--- src/hdl/gtra_pkg.sv ---
// Shared constants and types for the greedy task assigner.
// No dependencies; imported by gtra_cmp, the top level and the checker.
package gtra_pkg;

  localparam int COST_W   = 16;          // Q12.4 travel cost
  localparam int TIME_W   = 32;          // Q28.4 busy time
  localparam int SUM_W    = TIME_W + 2;  // busy + two costs, full precision
  localparam int NODE_PW  = 6;           // node field width on the ports
  localparam int ROBOT_PW = 4;           // robot field width on the ports
  localparam int MODE_W   = 2;
  localparam int CFG_W    = 5;
  localparam int ROB_WORD_W = NODE_PW + TIME_W;  // {end node, busy time}

  localparam logic [CFG_W-1:0] ROBOT_COUNT_RST = 5'd16;

  typedef enum logic [MODE_W-1:0] {
    MODE_COST  = 2'd0,
    MODE_START = 2'd1,
    MODE_TASK  = 2'd2,
    MODE_NONE  = 2'd3
  } mode_t;

  // Controls the compare stage.
  typedef struct packed {
    logic vld;    // a candidate arrives this cycle
    logic first;  // candidate is robot 0: load unconditionally
  } cmp_ctrl_t;

endpackage

--- src/hdl/gtra_cmp.sv ---
// Final adder and running-minimum register of the robot scan.
// Depends on gtra_pkg.
module gtra_cmp #(
  parameter int ROB_W = 4
) (
  input  logic                          clk,
  input  gtra_pkg::cmp_ctrl_t           ctrl,
  input  logic [ROB_W-1:0]              idx,
  input  logic [gtra_pkg::TIME_W:0]     part_sum,
  input  logic [gtra_pkg::COST_W-1:0]   cost,
  output logic [gtra_pkg::SUM_W-1:0]    best_total,
  output logic [ROB_W-1:0]              best_idx
);

  import gtra_pkg::*;

  logic [SUM_W-1:0] total;
  logic [SUM_W-1:0] best_total_r;
  logic [ROB_W-1:0] best_idx_r;

  assign total = SUM_W'(part_sum) + SUM_W'(cost);

  // strict less-than keeps the lowest index on a tie
  always_ff @(posedge clk) begin
    if (ctrl.vld && (ctrl.first || (total < best_total_r))) begin
      best_total_r <= total;
      best_idx_r   <= idx;
    end
  end

  assign best_total = best_total_r;
  assign best_idx   = best_idx_r;

endmodule

--- config.mk ---
export PLATFORM = sky130hd
export DESIGN_NAME = gtra_cmp
export DESIGN_NICKNAME = d
export VERILOG_FILES = /design/src/hdl/gtra_pkg.sv /design/src/hdl/gtra_cmp.sv
export SDC_FILE = /design/constraint.sdc
export NUM_CORES = 1
export LEC_CHECK = 0
export ABC_AREA = 1
export ABC_CLOCK_PERIOD_IN_PS = 6960
export BUFFER_PORTS_ARGS = -buffer_cell sky130_fd_sc_hd__buf_4
export CORE_MARGIN = 3
export CORE_UTILIZATION = 50
export DETAILED_ROUTE_END_ITERATION = 8
export PLACE_DENSITY = 0.72
export REMOVE_ABC_BUFFERS = 1
export SLEW_MARGIN = 30
export SYNTH_ARGS = -nofsm -noshare
export SYNTH_HDL_FRONTEND = slang
export SYNTH_SLANG_ARGS = --single-unit
export TNS_END_PERCENT = 100
--- constraint.sdc ---
create_clock -name clk -period 6.96 [get_ports clk]
set_clock_uncertainty 0.1 [all_clocks]
set_input_delay 1.392 -clock clk [delete_from_list [all_inputs] [get_ports clk]]
set_output_delay 1.392 -clock clk [all_outputs]
set_load 0.02 [all_outputs]
==> results <==
- The flow ran to the end, and the final reports show no timing, DRC or antenna violations.
- The count of buffers added on input and output ports is 93.
- After routing, the total negative slack on setup checks comes to 0 ps.
- The H-tree generated during clock tree synthesis spans 2 levels.
- At the pin with the least slew margin, the transition time is 518 ps.
- The worst-case clock buffer depth is 2.
- After synthesis the cells add up to roughly 0.0036 mm².
- Setup repair after global routing left no endpoint under its margin.
- From bottom edge to top edge, the die measures 90.9 µm.
- The category of the worst setup path launch point is an input port.
- In this run, synthesis produced a sequential element count of 38.
- The leakage power summed over all cells is between 0.002 and 0.003 µW.
- Clock tree synthesis selected as its root buffer the cell sky130_fd_sc_hd__clkbuf_8.
- The number of max-capacitance violations reported is 0.
- The via count of the first global-routing pass is between 3000 and 4000.
- The critical path data arrival time is ~4800 ps.
- The logic gate share of total power is 0.374.
- In the finished design, the share of the clock period the worst path needs comes to 0.707.
- Dividing the detail-routed wire length by the instance count gives 13.4 µm.
- For this design, the CTS-stage hold fixing added 0 buffers.
- In the post-route analysis, the smallest setup slack over all paths is roughly 2000 ps.
- The number of diodes added for antenna fixing is 0.
- The layout overhead on the synthesized area is 27.1%.
- The routed layout has roughly 3400 vias.
- Once detailed placement completed, the half-perimeter wirelength came to approximately 8 mm.
- Along the worst path, the maximum fanout reaches 23.
- The area taken by flip-flops and latches is roughly 0.0011 mm².
- For the worst-skew pair, the clock arrives at the later sink with an insertion delay of between 200 and 300 ps.
- Gates resized during post-CTS repair numbered 0.
- The post-synthesis cell type count is 26.
- The worst-case IR drop observed on VDD is between 0.08 and 0.09 mV.
- The number of max-slew violations in the final report is 0.
- A synthesized cell averages ~7.4 µm².
- In this run the power spent charging and discharging nets is 280 µW.
- Counting every sink on the clock net gives 38.
- Entering global routing, the biggest net connects 24 pins.
- The first-pass GRT wire length is between 15 and 20 mm.
- The area share of the largest cell type after synthesis is 0.317.
- The initial antenna violation count was 0.
- The clock power share is 0.268.
- The initial detailed-routing violation count is approximately 210.
- The number of instances in the synthesized netlist is just under 500.
- After detailed routing, the number of remaining DRC violations is 0.
- The number of cells on the worst hold path is 6.
- In the final layout, the share of cells above drive strength 1 is 0.202.
- The worst slack after detailed placement is 1710 ps.
- The share of total power dissipated in sequential elements is 0.358.
- The number of filler cells placed in the layout is between 600 and 700.
- The worst setup path is captured at a flop.
- Derived from the worst setup path, the maximum achievable clock frequency is a little over 0.2 GHz.
- The utilization after layout is 0.666.
- The kind of critical path is input port to flop.
- The total congestion overflow after global routing is 0.
- The floorplan die width is 90.9 µm.
- For the finished layout, the period the worst path requires is 4920 ps.
- The path class of the tightest hold or removal check is flop to flop.
- The required time of the critical path is approximately 6800 ps.
- The cell-internal power is 552 µW.
- The worst hold slack is between 1000 and 1500 ps.
- The headroom to the max-slew limit is 0.654.
- In this run the power density over the cells is ~180 mW/mm².
- The top cell types in the final layout, fill and taps aside, are 134 x sky130_fd_sc_hd__nand2_1, 99 x sky130_fd_sc_hd__inv_1, 94 x sky130_fd_sc_hd__buf_4.
- Row generation in the floorplan step produced 30 rows.
- The sequential fraction of the synthesis area is 0.317.
- The count of nets left with antenna violations once routing finished came out at 0.
- Leaving out fill and tap cells, the most frequent cell in the layout is sky130_fd_sc_hd__nand2_1.
- The synthesized design spends more area on one cell type than any other, namely sky130_fd_sc_hd__edfxtp_1.
- The yosys synthesis warning count is 0.
- The net count reported at finish is 695.
- The total clock buffers created by CTS is 5.
- The wire length reported by the detailed router is 9.17 mm.
- The iteration count of the initial detailed-routing pass is 4.
- Sorting the synthesized cells by area gives the leading types as sky130_fd_sc_hd__edfxtp_1 32%, sky130_fd_sc_hd__ha_1 17%, sky130_fd_sc_hd__nand2_1 14%, sky130_fd_sc_hd__inv_1 10%, sky130_fd_sc_hd__xor2_1 4.4%.
- Summing all multi-input logic gate instances after layout gives between 0.002 and 0.0025 mm².
- The number of primary I/O pins is 94.
- The final-report setup violation count is 0.
- The switching share of power is 0.336.
- The total core area is between 0.006 and 0.007 mm².
- For this configuration, the core starts out at a cell density of 0.524.
- The die covers approximately 0.0083 mm².
- The number of hold violations in the final report was 0.
- TritonCTS built the clock tree.
- The number of setup buffers added after CTS is 0.
- The final estimated routing congestion in global placement is around 1.0.
- The overall track demand over capacity in global routing is 0.226.
- After clock tree synthesis, the clock-pin slew on the worst setup and hold paths is 80 ps.
- Measured in cells, the most critical reg-to-reg path has a length of 11.
- The average via count per standard cell is between 4 and 5.
## logic make-up after synthesis
| family | share of synthesized area |
|---|---|
| compound gates | 0.0688 |
| xor+xnor | 0.0511 |
| fa+ha+maj | 0.176 |
| buf+inv | 0.103 |
| flops | 0.317 |
| simple gates | 0.284 |
## power groups by stage
stage | clock network [µW] | registers [µW] | logic (µW)
floorplan | 0 | 328 | 168
global placement | 0 | 303 | 304
detailed placement | 0 | 303 | 310
CTS | 227 | 298 | 312
global route | 235 | 301 | 353
finish | 223 | 298 | 311
## metal layers
metal	share of wire	vias to the layer above	track usage
li1	-	1770	-
met1	0.49	1571	0.323
met2	0.46	79	0.373
met3	0.041	8	0.0192
met4	0.0099	0	0.0490
met5	0	-	0
## synth_stat cells (all sizes together)
library cell	instances
a21o	3
a21oi	30
and2	2
and3	1
edfxtp	38
fa	1
ha	49
inv	99
nand2	143
nand3	30
nand3b	3
nand4	9
nor2	40
nor3	4
nor4	2
o21a	2
o21ai	9
o21bai	2
xnor2	3
xor2	18
## final cells by class
cell class                      instances  share of cell area
Inverter                               99              0.0812
Sequential cell                        38               0.249
Clock inverter                          3              0.0150
Multi-Input combinational cell        351               0.459
Timing Repair Buffer                   94               0.154
Tap cell                               96              0.0263
Clock buffer                            5              0.0150
## metrics by stage
stage,std cells,instance area [µm²],total power [µW]
5_1_grt,686,4570,888
6_report,686,4570,832
3_3_place_gp,678,4440,607
3_5_place_dp,678,4440,613
4_1_cts,686,4570,837
2_1_floorplan,488,3600,496
## worst paths after layout
check                     start              to  slack [ps]
hold / removal    best_total[0]  best_total[21]        1040
hold reg to reg   best_total[0]  best_total[21]        1040
setup / recovery    part_sum[0]  best_total[15]        2040
setup reg to reg  best_total[9]  best_total[15]        4300
## state kept, by name (all words and copies together), names as in the netlist
register,cells
best_total,34
best_idx,4
## critical path, stage by stage
cell and delay (ps):
sky130_fd_sc_hd__buf_4 80, sky130_fd_sc_hd__ha_1 180, sky130_fd_sc_hd__inv_1 60, sky130_fd_sc_hd__fa_1 390
sky130_fd_sc_hd__inv_1 70, sky130_fd_sc_hd__nand3_1 60, sky130_fd_sc_hd__nand2_1 150, sky130_fd_sc_hd__nand3_1 90
sky130_fd_sc_hd__nand3_1 120, sky130_fd_sc_hd__nand2_1 80, sky130_fd_sc_hd__nand2_2 100, sky130_fd_sc_hd__nand2_1 70
sky130_fd_sc_hd__xnor2_1 260, sky130_fd_sc_hd__ha_1 290, sky130_fd_sc_hd__nand2_1 90, sky130_fd_sc_hd__a21oi_1 40
sky130_fd_sc_hd__nor2_1 90, sky130_fd_sc_hd__a21oi_1 70, sky130_fd_sc_hd__nor2_1 90, sky130_fd_sc_hd__nand3_1 130
sky130_fd_sc_hd__a21oi_4 470, sky130_fd_sc_hd__buf_4 400
(Power assumes the default switching activity.)
